==> src/cdt_pkg.sv <==
// Package for the countdown timer controller: request and result types,
// machine states and display constants. No dependencies.
`timescale 1ns / 1ps
`default_nettype none

package cdt_pkg;

    localparam logic [7:0] DIGITS_ALL = 8'h3C;
    localparam logic [7:0] POINT_ON   = 8'h10;
    localparam logic [3:0] SEC_ONES_TOP = 4'd9;
    localparam logic [2:0] SEC_TENS_TOP = 3'd5;
    localparam logic [3:0] MIN_ONES_TOP = 4'd9;
    localparam logic [2:0] MIN_TENS_TOP = 3'd5;
    localparam logic [2:0] PHASE_LAST = 3'd7;

    localparam int unsigned REG_IDX_W = 1;
    localparam logic [REG_IDX_W-1:0] REG_REFRESH_RATE = 1'b0;

    typedef enum logic [2:0] {
        ST_STOPPED  = 3'd0,
        ST_STARTED  = 3'd1,
        ST_SET_SO   = 3'd2,
        ST_SET_ST   = 3'd3,
        ST_SET_MO   = 3'd4,
        ST_SET_MT   = 3'd5
    } mode_t;

    typedef struct packed {
        logic btn_up;
        logic btn_down;
        logic btn_set;
        logic btn_start;
        logic btn_bright;
    } btn_req_t;

    typedef struct packed {
        logic [7:0]  digit_enables;
        logic [7:0]  point_enables;
        logic [31:0] digit_word;
        logic [2:0]  brightness_level;
        logic [2:0]  rate_out;
        logic        zero_flag;
        logic [2:0]  mode_state;
    } tick_rsp_t;

endpackage

`default_nettype wire

==> src/cdt_core.sv <==
// Per-tick state of the countdown timer: mode machine, BCD digits, blink
// and brightness. Advances one tick per step strobe. Depends on cdt_pkg.
`timescale 1ns / 1ps
`default_nettype none

module cdt_core (
    input  wire                 clk,
    input  wire                 rst_n,
    input  wire                 step,
    input  cdt_pkg::btn_req_t   btn,
    input  wire  [2:0]          refresh_rate,
    output cdt_pkg::tick_rsp_t  rsp
);

    cdt_pkg::mode_t state_reg, state_next;
    logic [2:0] phase_reg, phase_next;
    logic [3:0] so_reg, so_next;
    logic [2:0] st_reg, st_next;
    logic [3:0] mo_reg, mo_next;
    logic [2:0] mt_reg, mt_next;
    logic       zero_reg, zero_next;
    logic       fast_reg, fast_next;
    logic       slow_reg, slow_next;
    logic       blast_reg, blast_next;
    logic [2:0] level_reg, level_next;
    logic [2:0] shown_reg, shown_next;

    logic [3:0] edit_flags;
    logic [7:0] enables;
    logic       half_tick;
    logic       sec_tick;
    logic [3:0] so_ed, mo_ed;
    logic [2:0] st_ed, mt_ed;

    function automatic logic [3:0] dig_up(input logic [3:0] v, input logic [3:0] top);
        dig_up = (v < top) ? v + 4'd1 : 4'd0;
    endfunction

    function automatic logic [3:0] dig_down(input logic [3:0] v, input logic [3:0] top);
        dig_down = (v != 4'd0) ? v - 4'd1 : top;
    endfunction

    function automatic logic [3:0] dig_edit(input logic [3:0] v, input logic [3:0] top,
                                            input logic up, input logic down);
        if (up)
        begin
            dig_edit = dig_up(v, top);
        end
        else if (down)
        begin
            dig_edit = dig_down(v, top);
        end
        else
        begin
            dig_edit = v;
        end
    endfunction

    // mode machine: next state
    always_comb
    begin
        state_next = state_reg;
        case (state_reg)
            cdt_pkg::ST_STOPPED:
            begin
                if (!zero_reg && btn.btn_start)
                    state_next = cdt_pkg::ST_STARTED;
                else if (btn.btn_set)
                    state_next = cdt_pkg::ST_SET_SO;
            end
            cdt_pkg::ST_STARTED:
            begin
                if (zero_reg || btn.btn_start)
                    state_next = cdt_pkg::ST_STOPPED;
            end
            cdt_pkg::ST_SET_SO: if (btn.btn_set) state_next = cdt_pkg::ST_SET_ST;
            cdt_pkg::ST_SET_ST: if (btn.btn_set) state_next = cdt_pkg::ST_SET_MO;
            cdt_pkg::ST_SET_MO: if (btn.btn_set) state_next = cdt_pkg::ST_SET_MT;
            cdt_pkg::ST_SET_MT: if (btn.btn_set) state_next = cdt_pkg::ST_STOPPED;
            default: state_next = state_reg;
        endcase
    end

    // mode machine: blanking flags from the current state
    always_comb
    begin
        case (state_reg)
            cdt_pkg::ST_SET_SO: edit_flags = 4'b0001;
            cdt_pkg::ST_SET_ST: edit_flags = 4'b0010;
            cdt_pkg::ST_SET_MO: edit_flags = 4'b0100;
            cdt_pkg::ST_SET_MT: edit_flags = 4'b1000;
            default:            edit_flags = 4'b0000;
        endcase
    end

    assign enables = (edit_flags == 4'b0000 || fast_reg) ? cdt_pkg::DIGITS_ALL :
                     (~{2'b00, edit_flags, 2'b00} & cdt_pkg::DIGITS_ALL);

    assign half_tick = (phase_reg[1:0] == 2'b11);
    assign sec_tick  = (phase_reg == cdt_pkg::PHASE_LAST);

    always_comb
    begin
        level_next = (!blast_reg && btn.btn_bright) ? level_reg + 3'd1 : level_reg;
        blast_next = btn.btn_bright;
        fast_next  = fast_reg ^ phase_reg[0];
        slow_next  = slow_reg ^ half_tick;
        shown_next = half_tick ? level_next : shown_reg;
        phase_next = phase_reg + 3'd1;

        so_ed = so_reg;
        st_ed = st_reg;
        mo_ed = mo_reg;
        mt_ed = mt_reg;
        if (half_tick)
        begin
            case (state_next)
                cdt_pkg::ST_SET_SO:
                    so_ed = dig_edit(so_reg, cdt_pkg::SEC_ONES_TOP, btn.btn_up, btn.btn_down);
                cdt_pkg::ST_SET_ST:
                    st_ed = 3'(dig_edit({1'b0, st_reg}, {1'b0, cdt_pkg::SEC_TENS_TOP},
                                        btn.btn_up, btn.btn_down));
                cdt_pkg::ST_SET_MO:
                    mo_ed = dig_edit(mo_reg, cdt_pkg::MIN_ONES_TOP, btn.btn_up, btn.btn_down);
                cdt_pkg::ST_SET_MT:
                    mt_ed = 3'(dig_edit({1'b0, mt_reg}, {1'b0, cdt_pkg::MIN_TENS_TOP},
                                        btn.btn_up, btn.btn_down));
                default: ;
            endcase
        end

        so_next = so_ed;
        st_next = st_ed;
        mo_next = mo_ed;
        mt_next = mt_ed;
        // cascaded borrow, once per second while running
        if (sec_tick && state_next == cdt_pkg::ST_STARTED)
        begin
            so_next = dig_down(so_ed, cdt_pkg::SEC_ONES_TOP);
            if (so_ed == 4'd0)
            begin
                st_next = 3'(dig_down({1'b0, st_ed}, {1'b0, cdt_pkg::SEC_TENS_TOP}));
                if (st_ed == 3'd0)
                begin
                    mo_next = dig_down(mo_ed, cdt_pkg::MIN_ONES_TOP);
                    if (mo_ed == 4'd0)
                        mt_next = 3'(dig_down({1'b0, mt_ed},
                                              {1'b0, cdt_pkg::MIN_TENS_TOP}));
                end
            end
        end

        zero_next = (so_next == 4'd0) && (st_next == 3'd0) &&
                    (mo_next == 4'd0) && (mt_next == 3'd0);
    end

    always_ff @(posedge clk or negedge rst_n)
    begin
        if (!rst_n)
        begin
            state_reg <= cdt_pkg::ST_STOPPED;
            phase_reg <= 3'd0;
            so_reg    <= cdt_pkg::SEC_ONES_TOP;
            st_reg    <= cdt_pkg::SEC_TENS_TOP;
            mo_reg    <= cdt_pkg::MIN_ONES_TOP;
            mt_reg    <= cdt_pkg::MIN_TENS_TOP;
            zero_reg  <= 1'b0;
            fast_reg  <= 1'b0;
            slow_reg  <= 1'b0;
            blast_reg <= 1'b0;
            level_reg <= 3'd3;
            shown_reg <= 3'd3;
        end
        else if (step)
        begin
            state_reg <= state_next;
            phase_reg <= phase_next;
            so_reg    <= so_next;
            st_reg    <= st_next;
            mo_reg    <= mo_next;
            mt_reg    <= mt_next;
            zero_reg  <= zero_next;
            fast_reg  <= fast_next;
            slow_reg  <= slow_next;
            blast_reg <= blast_next;
            level_reg <= level_next;
            shown_reg <= shown_next;
        end
    end

    always_comb
    begin
        rsp.digit_enables    = enables;
        rsp.point_enables    = slow_next ? cdt_pkg::POINT_ON : 8'h00;
        rsp.digit_word       = {8'h00, 1'b0, mt_next, mo_next, 1'b0, st_next, so_next, 8'h00};
        rsp.brightness_level = shown_next;
        rsp.rate_out         = refresh_rate;
        rsp.zero_flag        = zero_next;
        rsp.mode_state       = state_next;
    end

endmodule

`default_nettype wire

==> src/countdown_timer_controller_unit.sv <==
// Top level of the countdown timer controller: request and result
// registers, APB register file. Depends on cdt_pkg and cdt_core.
`timescale 1ns / 1ps
`default_nettype none

// One request is one 125 ms tick with five button levels; each request
// yields exactly one result. A request is taken into the input register;
// then, once the result register is empty or being taken, the tick logic
// updates the timer state and loads the result register. One request is
// accepted every cycle unless the result side stalls, and each result
// waits in the result register until it is taken. The result register
// holds a result while the next request is already waiting in the input
// register. refresh_rate sits at APB offset 0.
module countdown_timer_controller_unit (
    input  wire                 clk,
    input  wire                 rst_n,
    input  wire                 in_valid,
    output logic                in_ready,
    input  cdt_pkg::btn_req_t   in_data,
    output logic                out_valid,
    input  wire                 out_ready,
    output cdt_pkg::tick_rsp_t  out_data,
    input  wire                 psel,
    input  wire                 penable,
    input  wire                 pwrite,
    input  wire  [2:0]          paddr,
    input  wire  [31:0]         pwdata,
    output logic [31:0]         prdata,
    output logic                pready
);

    logic               req_valid_reg;
    cdt_pkg::btn_req_t  req_data_reg;
    logic               rsp_valid_reg;
    cdt_pkg::tick_rsp_t rsp_data_reg;
    cdt_pkg::tick_rsp_t rsp_next;
    logic [2:0]         rate_reg;
    logic               advance;
    logic               reg_hit;

    assign advance  = req_valid_reg && (!rsp_valid_reg || out_ready);
    assign in_ready = !req_valid_reg || advance;

    always_ff @(posedge clk or negedge rst_n)
    begin
        if (!rst_n)
        begin
            req_valid_reg <= 1'b0;
            rsp_valid_reg <= 1'b0;
        end
        else
        begin
            if (in_ready)
                req_valid_reg <= in_valid;
            if (advance)
                rsp_valid_reg <= 1'b1;
            else if (out_ready)
                rsp_valid_reg <= 1'b0;
        end
    end

    always_ff @(posedge clk)
    begin
        if (in_ready && in_valid)
            req_data_reg <= in_data;
        if (advance)
            rsp_data_reg <= rsp_next;
    end

    cdt_core u_core (
        .clk          (clk),
        .rst_n        (rst_n),
        .step         (advance),
        .btn          (req_data_reg),
        .refresh_rate (rate_reg),
        .rsp          (rsp_next)
    );

    assign out_valid = rsp_valid_reg;
    assign out_data  = rsp_data_reg;

    // APB register file
    assign pready  = 1'b1;
    assign reg_hit = (paddr[2 -: cdt_pkg::REG_IDX_W] == cdt_pkg::REG_REFRESH_RATE);

    always_ff @(posedge clk or negedge rst_n)
    begin
        if (!rst_n)
        begin
            rate_reg <= 3'd0;
        end
        else if (psel && penable && pwrite && reg_hit)
        begin
            rate_reg <= pwdata[2:0];
        end
    end

    assign prdata = reg_hit ? {29'd0, rate_reg} : 32'd0;

endmodule

`default_nettype wire
==> config.mk <==
export PLATFORM = sky130hd
export DESIGN_NAME = countdown_timer_controller_unit
export DESIGN_NICKNAME = d
export VERILOG_FILES = /design/src/cdt_pkg.sv /design/src/cdt_core.sv /design/src/countdown_timer_controller_unit.sv
export SDC_FILE = /design/constraint.sdc
export NUM_CORES = 1
export LEC_CHECK = 0
export BUFFER_PORTS_ARGS = -buffer_cell sky130_fd_sc_hd__buf_2
export CAP_MARGIN = 20
export CELL_PAD_IN_SITES_DETAIL_PLACEMENT = 1
export CELL_PAD_IN_SITES_GLOBAL_PLACEMENT = 1
export CORE_MARGIN = 4
export CORE_UTILIZATION = 32
export DETAILED_ROUTE_END_ITERATION = 10
export PLACE_DENSITY_LB_ADDON = 0.1
export SYNTH_ARGS = -nofsm -noshare
export SYNTH_HDL_FRONTEND = slang
export SYNTH_SLANG_ARGS = --single-unit
==> constraint.sdc <==
create_clock -name clk -period 4.1 [get_ports clk]
set_clock_uncertainty 0.15 [all_clocks]
set_input_delay 0.615 -clock clk [delete_from_list [all_inputs] [get_ports clk]]
set_output_delay 0.615 -clock clk [all_outputs]
set_load 0.1 [all_outputs]
After elaboration in Yosys (flattened, before gate mapping)
Cells that the tools add are included.
Word-level totals
  output and inout port bits: 93
  input bits: 47
  word-level logic and storage cells: 152
  register bits: 80
Cells by class
  eq/ne operators: 12
  reductions and logical operators: 37
  $lt $le $gt $ge: 4
  bitwise operators: 4
  muxes and demuxes: 53
  add/subtract/negate cells: 14
Operator list (count)
  2-to-1 mux 3 bit: 30
  2-to-1 mux 4 bit: 18
  zero test 4 bit: 5
  one-hot mux 3 bit (6 select lines): 1
  one-hot mux 4 bit (4 select lines): 1
  nonzero test 4 bit: 4
  subtractor 4 x 1 -> 4 bit, second input constant: 4
  equality test 3 bit, second input constant: 5
  adder 3 x 1 -> 3 bit, second input constant: 4
  equality test 3 x 2 -> 1 bit, second input constant: 4
  zero test 3 bit: 4
  nonzero test 3 bit: 4
  subtractor 3 x 1 -> 3 bit, second input constant: 4
  logical AND 1 bit: 11
  adder 4 x 1 -> 4 bit, second input constant: 2
  less-than comparator 4 bit, second input constant: 2
  equality test 3 x 1 -> 1 bit, second input constant: 2
  less-than comparator 3 bit, second input constant: 2
  NOT 6 bit: 1
  2-to-1 mux 5 bit: 1
  zero test 1 bit: 4
  logical OR 1 bit: 4
  equality test 2 bit, second input constant: 1
  2-to-1 mux 1 bit: 2
  other kinds (3): 4

Depth between registers and ports, before layout
Gate-level depths: netlist (run 1).
  depth after elaboration: 15
  depth in mapped cells: 10
  mapped depth without buffers: 10

Hierarchy
From an unflattened synthesis (run 1), not the netlist that was laid out.
Unflattened totals
  cell total of the unflattened synthesis: 474
  area total of the unflattened synthesis: 5432.7 um2
Modules (own cells, without submodules)
  cdt_core: cells an instance 361, times used 1, area an instance 3049.2 um2
  countdown_timer_controller_unit: cells an instance 113, times used 1, area an instance 2383.5 um2

Worst setup path before layout (run 1)
No wires, ideal clock.
  kind: reg2reg
  start: register u_core.state_reg[2]
  end: register u_core.mt_reg[1]
  library setup time: 0.082 ns
  arrival: 3.010 ns
  setup slack: 0.858 ns
  data required time: 3.868 ns
  cell stages (with the launch flop): 11
  cell sequence: dfrtp_1 > ha_1 > and3b_1 > buf_6 > or3b_4 > nor2_1 > a41oi_1 > a2111oi_4 > nand4_4 > or4b_4 > a31oi_1
Between the ends
  longest elaborated chain between the ends: 12
Ends and longest elaborated chain
  start, declared: line cdt_core.sv:15  | cdt_pkg::mode_t state_reg, state_next;
  start signal, assigned: line cdt_core.sv:161  | state_reg <= cdt_pkg::ST_STOPPED;
  start signal, assigned: line cdt_core.sv:176  | state_reg <= state_next;
  2-to-1 mux 3 bit: line cdt_core.sv:68  | else if (btn.btn_set)
  2-to-1 mux 3 bit: line cdt_core.sv:66  | if (!zero_reg && btn.btn_start)
  one-hot mux 3 bit (6 select lines) (*): line cdt_core.sv:63  | case (state_reg)
  equality test 3 bit: line cdt_core.sv:117  | case (state_next)
  2-to-1 mux 3 bit: line cdt_core.sv:117
  2-to-1 mux 3 bit: line cdt_core.sv:115  | if (half_tick)
  subtractor 3 x 1 -> 3 bit / nonzero test 3 bit (equally long branches): line cdt_core.sv:40  | dig_down = (v != 4'd0) ? v - 4'd1 : top;
  2-to-1 mux 3 bit: line cdt_core.sv:40
  2-to-1 mux 3 bit: line cdt_core.sv:146  | if (mo_ed == 4'd0)
  2-to-1 mux 3 bit: line cdt_core.sv:143  | if (st_ed == 3'd0)
  2-to-1 mux 3 bit: line cdt_core.sv:140  | if (so_ed == 4'd0)
  2-to-1 mux 3 bit (*): line cdt_core.sv:137  | if (sec_tick && state_next == cdt_pkg::ST_STARTED)
  end signal, assigned: line cdt_core.sv:166  | mt_reg <= cdt_pkg::MIN_TENS_TOP;
  end signal, assigned: line cdt_core.sv:181  | mt_reg <= mt_next;
  end, declared: line cdt_core.sv:20  | logic [2:0] mt_reg, mt_next;
Every way passes the cells marked *; elsewhere a longest branch is shown, timed or not.
A chain may end at the register's enable or synchronous reset.

==> results of run 1 <==
[critical path, delay by kind of cell, from the launching register on]
family                   cells  cell delay, ps
AND/OR/NAND/NOR              5            1170
adder cells (fa/ha/maj)      1             300
buffers and inverters        1              80
AO/OA/AOI/OAI                3            1260
flip-flops                   1             380
[Yosys cell counts, drive strengths merged, types with 3 or more instances]
cell / n
ha: 14
nand3b: 6
buf: 65
nor4: 4
and3b: 3
nand4: 8
o21ai: 22
xor2: 4
o21a: 6
inv: 17
clkbuf: 9
o31ai: 7
nor3: 13
o211ai: 3
o221ai: 3
o41ai: 6
nand2b: 8
nor2b: 10
nand2: 51
a22oi: 3
dfrtp: 23
xnor2: 11
mux2: 13
nand3: 9
a211oi: 3
edfxtp: 34
a31oi: 7
a21oi: 10
nor2: 18
mux2i: 4
dfstp: 12
[per-layer routing]
metal | part of all wire, % | global-route usage (%) | up-vias
met1 | 49 | 18.9 | 1600
met3 | 4.3 | 3.26 | 9
met2 | 46 | 22.1 | 80
met5 | 0 | 0 | -
met4 | 1.2 | 4.59 | 0
li1 | - | - | 1599
[cell families after synthesis]
| family | Yosys count | synth area share, % |
|---|---|---|
| flops | 69 | 43.2 |
| fa+ha+maj | 14 | 3.96 |
| buf+inv | 91 | 13.0 |
| compound gates | 89 | 14.9 |
| simple gates | 145 | 17.6 |
| xor+xnor | 15 | 2.97 |
| other cells | 2 | 0.170 |
| mux | 17 | 4.29 |
[cell type report]
| cell class | instances | area share, % |
|---|---|---|
| inverter | 17 | 1.26 |
| timing repair buffer | 64 | 7.09 |
| clock inverter | 5 | 1.64 |
| clock buffer | 11 | 5.03 |
| sequential | 69 | 37.9 |
| tap | 176 | 4.36 |
| multi-input combinational | 339 | 42.7 |
[power by group through the flow]
stage	sequential (mW)	combinational [mW]	clock [mW]
after floorplan	1.65	1.28	0
after global placement	1.22	2.05	0
after detailed placement	1.23	2.08	0
after CTS	1.22	2.09	0.901
after global routing	1.25	2.27	0.929
final	1.21	2.07	0.870
[worst max-delay path by stage]
stage,slack (ps),endpoint,start
floorplan,860,u_core.mt_reg[1],u_core.state_reg[2]
global placement,460,out_data[31],u_core.state_reg[1]
detailed placement,500,out_data[31],u_core.state_reg[1]
CTS,410,out_data[31],u_core.state_reg[1]
global route,200,out_data[31],u_core.state_reg[1]
finish,480,out_data[31],u_core.state_reg[1]
==> key figures, run 1 <==
Drt
  – DRT antenna net count: 0
  – Aggregate routed wire length: 10700 um
  – Drt initial violations: 115
  – Drt first pass iters: 4
  – Drt via density: 4.83
  – Vias: 3288
  – DRC viols: 0
  – WL/cell: 15.7 um

Floorplan
  – DIE WIDTH: 126 um
  – Io pins: 140
  – Site row count: 42
  – Initial Util: 33.0%
  – Core ar.: 13400 um2
  – Die Height: 126 um
  – Die area: 15800 um2

Synth
  – Synth top area share: 23.1%
  – Mapped Avg Cell Area: 10.0 um2
  – Number of synthesized flops with an enable pin: 34
  – Asr flop ratio synth: 50.7%
  – Post-synthesis cell count: 442
  – Part of the Yosys area used for sequential elements: 43.2%
  – Top_reg_cell synth: edfxtp_1
  – Synth area leaders: edfxtp_1 (23%), dfrtp_1 (13%), buf_4 (10%), dfstp_2 (7.1%), nand2_1 (4.3%)
  – Yosys reg bits: 69
  – Yosys top cell by area: edfxtp_1
  – Synth Cell Area: 4430 um2
  – Yosys warns: 0
  – Cell variety after synth: 69

Finish
  – Final Cell Area: 5050 um2
  – Commonest non-fill, non-tap cell in the layout: conb_1
  – Max reg flops: 29
  – Final net count: 561
  – Fill cell count: 1571
  – Share of cells above drive strength 1: 24.4%
  – Post-Route Utilization: 37.7%
  – Diode count: 0
  – Register area: 1910 um2
  – Final std cells w/o fill: 681
  – Area of the multi-input gates: 2160 um2
  – Area Growth Syn to Fin: 14.0%
  – Most frequent cells in the layout: conb_1 (59), nand2_1 (51), buf_2 (49), edfxtp_1 (34), dfrtp_1 (23)

Pwr
  – Internal Power: 2.15 mW
  – Reg power frac: 29.2%
  – Cell Pwr Density: 824 nW/um2
  – Overall power: 4.16 mW
  – Worst vdd ir: 0.235 mV
  – Switching Share: 48.3%
  – Static Leak: 2.10 nW
  – Sw Pwr: 2.01 mW
  – Comb power frac: 49.9%
  – Clk network pwr share: 20.9%

Status
  – Status: completed

Critical path
  – Kind of critical path: reg -> reg
  – Endpoint class of the critical path: flip-flop
  – Worst R2R Path Depth: 10
  – R2R Setup Slk: 480 ps
  – Worst r2r dst: out_data[31]
  – CP Launch Type: flip-flop
  – WP data arrival: 3540 ps
  – Crit-path max FO: 9
  – Critical Path Max Stage Delay: 530 ps
  – Crit-path cells: ha_1 > or3_1 > nor3_2 > nor3_4 > inv_2 > a41oi_1 > a2111oi_4 > nand4_4 > o41ai_1 > nand2_1
  – RR Startpoint: u_core.state_reg[1]
  – Worst EP required: 4020 ps
  – Worst path slowest cell: o41ai_1

Placement
  – Routability congestion estimate: 0.808
  – Placed cell count: 665
  – I/O Buffers: 49
  – Pre-CTS WS: 497 ps
  – Area post-placement: 4710 um2
  – Detailed-placement wirelength estimate: 7910 um

Timing
  – Max_slew headroom: 42.6%
  – Count of final hold-check violations: 0
  – Setup WS post-layout: 483 ps
  – Worst Max-Slew Pin Slew: 852 ps
  – Tcrit/Tclk final: 88.2%
  – Setup TNS: 0 ps
  – Max Freq: 276 MHz
  – Slew Viols, Final: 0
  – Finish-stage setup viols: 0
  – Min Hold Slack: 249 ps
  – Tmin final: 3620 ps
  – RSZ-0062 raised after global routing: no

Clock tree
  – Clk pin slew, worst setup/hold paths: 60 ps
  – CTS Hold Bufs: 0
  – H-tree levels: 3
  – Clock Sinks: 69
  – CTS Buffer Depth: 2
  – Gates resized, CTS repair: 0
  – Post-CTS Setup Repair Bufs: 0
  – CTS Buf Count: 9
  – Clock Latency Late Sink: 330 ps
  – CTS tree: done
  – Root Driver: clkbuf_16

Global routing
  – GRT Overall Usage: 14.0%
  – Vias in the first global route: 3492
  – Largest net degree at the start of global routing: 40
  – Grt total ovfl: 0
  – First-pass GRT wire length: 17900 um
  – Initial antenna violation count: 0

Hold path
  – Hold Path Class: in -> async

Flow run
  – Max_cap viols: 0
No activity file was read; power rests on OpenSTA's default activity.
==> inputs of run 2 (changes only) <==
--- a/config.mk
+++ b/config.mk
@@ -10,8 +10,9 @@
 export CELL_PAD_IN_SITES_DETAIL_PLACEMENT = 1
 export CELL_PAD_IN_SITES_GLOBAL_PLACEMENT = 1
 export CORE_MARGIN = 4
-export CORE_UTILIZATION = 32
+export CORE_UTILIZATION = 39
 export DETAILED_ROUTE_END_ITERATION = 10
+export GPL_ROUTABILITY_DRIVEN = 0
 export PLACE_DENSITY_LB_ADDON = 0.1
 export SYNTH_ARGS = -nofsm -noshare
 export SYNTH_HDL_FRONTEND = slang
==> run 2 against run 1 <==
Compared with the run above: global-route usage increased by 2.7 points; worst hold slack lost 9.6 ps; non-clock buffer count decreased by 1; critical path depth stayed put; die area down 17%; sequential power about the same; sequential share of layout area grew 0.58 points; total power decreased by 2.4%; clock power fell by 12%; combinational power hardly changed; fmax shrank 0.79%.
==> key figures, run 2 (synthesis results as in run 1) <==
Status
  – Status: completed

Timing
  – Finish-stage setup viols: 0
  – Max_slew headroom: 41.7%
  – Setup WS post-layout: 454 ps
  – Slew Viols, Final: 0
  – RSZ-0062 raised after global routing: no
  – Max Freq: 274 MHz
  – Setup TNS: 0 ps
  – Worst Max-Slew Pin Slew: 875 ps
  – Min Hold Slack: 239 ps
  – Tmin final: 3650 ps
  – Count of final hold-check violations: 0
  – Tcrit/Tclk final: 88.9%

Floorplan
  – Core ar.: 11000 um2
  – Die area: 13100 um2
  – DIE WIDTH: 115 um
  – Die Height: 115 um
  – Initial Util: 40.3%
  – Site row count: 38
  – Io pins: 140

Finish
  – Post-Route Utilization: 45.2%
  – Max reg flops: 29
  – Most frequent cells in the layout: conb_1 (59), nand2_1 (51), buf_2 (49), edfxtp_1 (34), dfrtp_1 (23)
  – Diode count: 0
  – Area Growth Syn to Fin: 12.2%
  – Commonest non-fill, non-tap cell in the layout: conb_1
  – Fill cell count: 1292
  – Share of cells above drive strength 1: 24.0%
  – Final net count: 560

Critical path
  – Crit-path max FO: 9
  – CP delay by family, top: compound AO/OA/AOI/OAI gates
  – Crit-path cells: ha_1 > or3_1 > nor3_2 > nor3_4 > inv_2 > a41oi_1 > a2111oi_4 > nand4_4 > o41ai_1 > nand2_1
  – Crit path from: u_core.state_reg[1]
  – CP Launch Type: flip-flop
  – Worst EP required: 4020 ps
  – Endpoint class of the critical path: flip-flop
  – WP buf/inv: 1
  – Critical Path Max Stage Delay: 560 ps
  – WP data arrival: 3570 ps
  – RR Startpoint: u_core.state_reg[1]
  – Worst path slowest cell: a2111oi_4
  – Kind of critical path: reg -> reg

Drt
  – Drt via density: 5.11
  – Drt initial violations: 146
  – Drt first pass iters: 4
  – DRC viols: 0
  – Aggregate routed wire length: 10400 um
  – WL/cell: 16.2 um
  – DRT antenna net count: 0
  – Vias: 3291

Clock tree
  – Post-CTS Setup Repair Bufs: 0
  – Root Driver: clkbuf_16
  – CTS Buffer Depth: 2
  – H-tree levels: 3
  – Clk pin slew, worst setup/hold paths: 60 ps
  – CTS Hold Bufs: 0
  – Gates resized, CTS repair: 0
  – CTS Buf Count: 9
  – CTS tree: done
  – Clock Sinks: 69
  – Clock Latency Late Sink: 340 ps

Global routing
  – Initial antenna violation count: 0
  – Largest net degree at the start of global routing: 36
  – Grt total ovfl: 0
  – GRT Overall Usage: 16.6%
  – Vias in the first global route: 3304
  – First-pass GRT wire length: 17100 um

Pwr
  – Cell Pwr Density: 816 nW/um2
  – Worst vdd ir: 0.384 mV
  – Static Leak: 2.08 nW

Placement
  – Pre-CTS WS: 420 ps
  – Detailed-placement wirelength estimate: 7690 um
  – I/O Buffers: 49

Hold path
  – Hold Path Class: in -> async

Flow run
  – Max_cap viols: 0
-- run 2: changes by cell type in the layout (fill, tap and decap cells not counted) --
cell / previous run / this run
buf_12: 0 / 1
buf_4: 15 / 13
bufinv_16: 2 / 0
clkbuf_1: 1 / 2
clkbuf_8: 0 / 2
clkinv_2: 1 / 0
clkinv_4: 2 / 0
clkinvlp_4: 0 / 2
-- run 2: worst paths after layout --
path | to | slack (ps) | cells past startpoint
hold / removal | u_core.mo_reg[1] | 240 | 1
max in group asynchronous | u_core.mt_reg[1] | 2990 | 1
min in group clk | req_data_reg[0] | 300 | 1
setup / recovery | out_data[31] | 450 | 10
hold reg to reg | u_core.shown_reg[1] | 310 | 2
setup reg to reg | out_data[31] | 450 | 10
-- run 2: layout make-up --
type,count,area [um2],share of cell area (%)
multi-input cells,339,2160,43.4
well taps,140,175,3.52
repair buffers,63,363,7.30
flip-flops and latches,69,1910,38.5
clock inverters,2,15.0,0.302
clock buffers,14,285,5.74
inverters,17,63.8,1.28
-- run 2: per-stage QoR --
stage	total power, mW	instances	cell area, um2
finish	4.06	644	4970
global route	4.34	644	4970
CTS	4.09	644	4970
detailed placement	3.30	628	4670
global placement	3.26	628	4670
floorplan	2.93	499	4640
-- run 2: power breakdown --
group	switching (mW)	internal, mW	leakage (nW)
clock	0.287	0.480	0.140
combinational	1.51	0.560	1.22
sequential	0.193	1.02	0.724
total	1.99	2.06	2.08
-- run 2: metal layers --
| layer | part of all wire [%] | GRT usage (%) | up-vias |
|---|---|---|---|
| met4 | 1.5 | 5.70 | 0 |
| met1 | 46 | 22.2 | 1608 |
| met5 | 0 | 0 | - |
| met2 | 48 | 27.0 | 83 |
| met3 | 4.5 | 3.22 | 12 |
| li1 | - | - | 1588 |
-- run 2: worst register-to-register path, stage by stage (launching register included) --
cell	delay [ps]
dfrtp_1	380
ha_1	280
or3_1	400
nor3_2	300
nor3_4	130
inv_2	90
a41oi_1	240
a2111oi_4	560
nand4_4	280
o41ai_1	500
nand2_1	90
==> inputs of run 3 (changes only) <==
--- a/config.mk
+++ b/config.mk
@@ -7,13 +7,11 @@
 export LEC_CHECK = 0
 export BUFFER_PORTS_ARGS = -buffer_cell sky130_fd_sc_hd__buf_2
 export CAP_MARGIN = 20
-export CELL_PAD_IN_SITES_DETAIL_PLACEMENT = 1
-export CELL_PAD_IN_SITES_GLOBAL_PLACEMENT = 1
 export CORE_MARGIN = 4
-export CORE_UTILIZATION = 39
+export CORE_UTILIZATION = 50
 export DETAILED_ROUTE_END_ITERATION = 10
 export GPL_ROUTABILITY_DRIVEN = 0
-export PLACE_DENSITY_LB_ADDON = 0.1
+export PLACE_DENSITY = 0.79
 export SYNTH_ARGS = -nofsm -noshare
 export SYNTH_HDL_FRONTEND = slang
 export SYNTH_SLANG_ARGS = --single-unit
==> run 3 against run 2 <==
Compared with the run above: final area decreased by 4.2%; critical path depth unchanged; sequential power about the same; clock power down 34%; wire length decreased by 13%; first-iteration DRC count up 45%; critical endpoint unchanged; largest power group unchanged.
==> key figures, run 3 (synthesis results as in run 1) <==
Placement
  – Detailed-placement wirelength estimate: 6520 um
  – Placed cell count: 591
  – I/O Buffers: 49

Timing
  – Max_slew headroom: 36.7%
  – Setup TNS: 0 ps
  – Slew Viols, Final: 0
  – Max Freq: 264 MHz
  – Worst Max-Slew Pin Slew: 949 ps
  – Tcrit/Tclk final: 92.3%
  – Finish-stage setup viols: 0
  – RSZ-0062 raised after global routing: no
  – Count of final hold-check violations: 0
  – Tmin final: 3780 ps

Drt
  – Met3 WL: 617 um
  – Aggregate routed wire length: 9070 um
  – WL/cell: 14.9 um
  – Wl on met1: 3830 um
  – DRT antenna net count: 0
  – Drt initial violations: 212
  – DRC viols: 0
  – Top Layer Used: met4
  – Drt first pass iters: 5
  – Routed wl met2: 4330 um
  – Vias: 3319
  – Drt via density: 5.47

Critical path
  – WP buf/inv: 1
  – Crit-path max FO: 9
  – CP delay by family, top: compound AO/OA/AOI/OAI gates
  – Worst EP required: 4050 ps
  – CP Launch Type: flip-flop
  – Worst path slowest cell: o41ai_1
  – Endpoint class of the critical path: flip-flop
  – Crit-path cells: ha_1 > or3_1 > nor3_2 > nor3_4 > inv_2 > a41oi_1 > a2111oi_4 > nand4_4 > o41ai_1 > nand2_1
  – Critical Path Max Stage Delay: 550 ps
  – WP data arrival: 3730 ps
  – Kind of critical path: reg -> reg

Clock tree
  – H-tree levels: 3
  – CTS tree: done
  – Post-CTS Setup Repair Bufs: 0
  – Clock Sinks: 69
  – Clk pin slew, worst setup/hold paths: 90 ps
  – Root Driver: clkbuf_8
  – CTS Buffer Depth: 2
  – CTS Buf Count: 9
  – Clock Latency Late Sink: 370 ps
  – Gates resized, CTS repair: 0
  – CTS Hold Bufs: 0

Floorplan
  – DIE WIDTH: 102 um
  – Site row count: 34
  – Initial Util: 51.0%
  – Die Height: 102 um
  – Die area: 10400 um2
  – Io pins: 140
  – Core ar.: 8680 um2

Status
  – Status: completed

Flow run
  – Max_cap viols: 0

Global routing
  – Initial antenna violation count: 0
  – GRT Overall Usage: 17.7%
  – Grt total ovfl: 0
  – Largest net degree at the start of global routing: 51
  – First-pass GRT wire length: 14500 um
  – Vias in the first global route: 3069

Finish
  – Final net count: 555
  – Most frequent cells in the layout: conb_1 (59), nand2_1 (51), buf_2 (49), edfxtp_1 (34), dfrtp_1 (23)
  – Area Growth Syn to Fin: 7.49%
  – Commonest non-fill, non-tap cell in the layout: conb_1
  – Fill cell count: 811
  – Max reg flops: 29
  – Share of cells above drive strength 1: 23.6%
  – Diode count: 0
  – Final std cells w/o fill: 607

Pwr
  – Cell Pwr Density: 785 nW/um2
  – Static Leak: 2.00 nW
  – Overall power: 3.74 mW
  – Worst vdd ir: 0.298 mV

Hold path
  – Hold Path Class: in -> async
-- run 3: changes by cell type in the layout (fill, tap and decap cells not counted), sizes merged --
cell / delta
buf: -5
clkbuf: -5
clkinv: +3
clkinvlp: -1
inv: +3
-- run 3: worst paths after layout --
| check | depth (start not counted) | from | to | slack [ps] |
|---|---|---|---|---|
| worst max-delay path | 10 | u_core.state_reg[1] | out_data[31] | 320 |
| worst min-delay path | 1 | rst_n | out_valid | 190 |
| worst max register to register | 10 | u_core.state_reg[1] | out_data[31] | 320 |
| worst min register to register | 2 | u_core.shown_reg[0] | u_core.shown_reg[0] | 310 |
| max in group asynchronous | 1 | rst_n | u_core.mo_reg[2] | 3090 |
| min in group clk | 1 | in_data[3] | req_data_reg[3] | 270 |
-- run 3: area by class of cell --
class                           count  area (um2)  share of cell area, %
Inverter                           17        63.8                   1.34
Clock inverter                      7        56.3                   1.18
Timing Repair Buffer               58         313                   6.57
Clock buffer                        9         124                   2.60
Multi-Input combinational cell    339        2160                   45.3
Sequential cell                    69        1910                   40.2
Tap cell                          108         135                   2.84
-- run 3: worst reg2reg max path, cell delays in order (launching register included) --
cell,delay (ps)
dfrtp_1,380
ha_1,290
or3_1,400
nor3_2,310
nor3_4,130
inv_2,170
a41oi_1,250
a2111oi_4,540
nand4_4,250
o41ai_1,550
nand2_1,110
-- run 3: metal layers --
layer | vias up | GRT usage (%)
met5 | - | 0
met4 | 0 | 8.27
met3 | 34 | 4.98
met2 | 151 | 28.8
met1 | 1546 | 21.7
li1 | 1588 | -
-- run 3: power breakdown --
group	total, mW	switching, mW	internal (mW)
clock network	0.509	0.283	0.226
registers	1.21	0.193	1.02
logic	2.02	1.48	0.533
-- run 3: metrics by stage --
step	util (%)	area [um2]	setup WS, ps	hold WS (ps)
6_report	54.8	4760	316	188
5_1_grt	54.8	4760	86.8	239
4_1_cts	54.8	4760	374	205
3_5_place_dp	52.8	4580	417	301
3_3_place_gp	52.8	4580	474	297
2_1_floorplan	-	4640	858	169
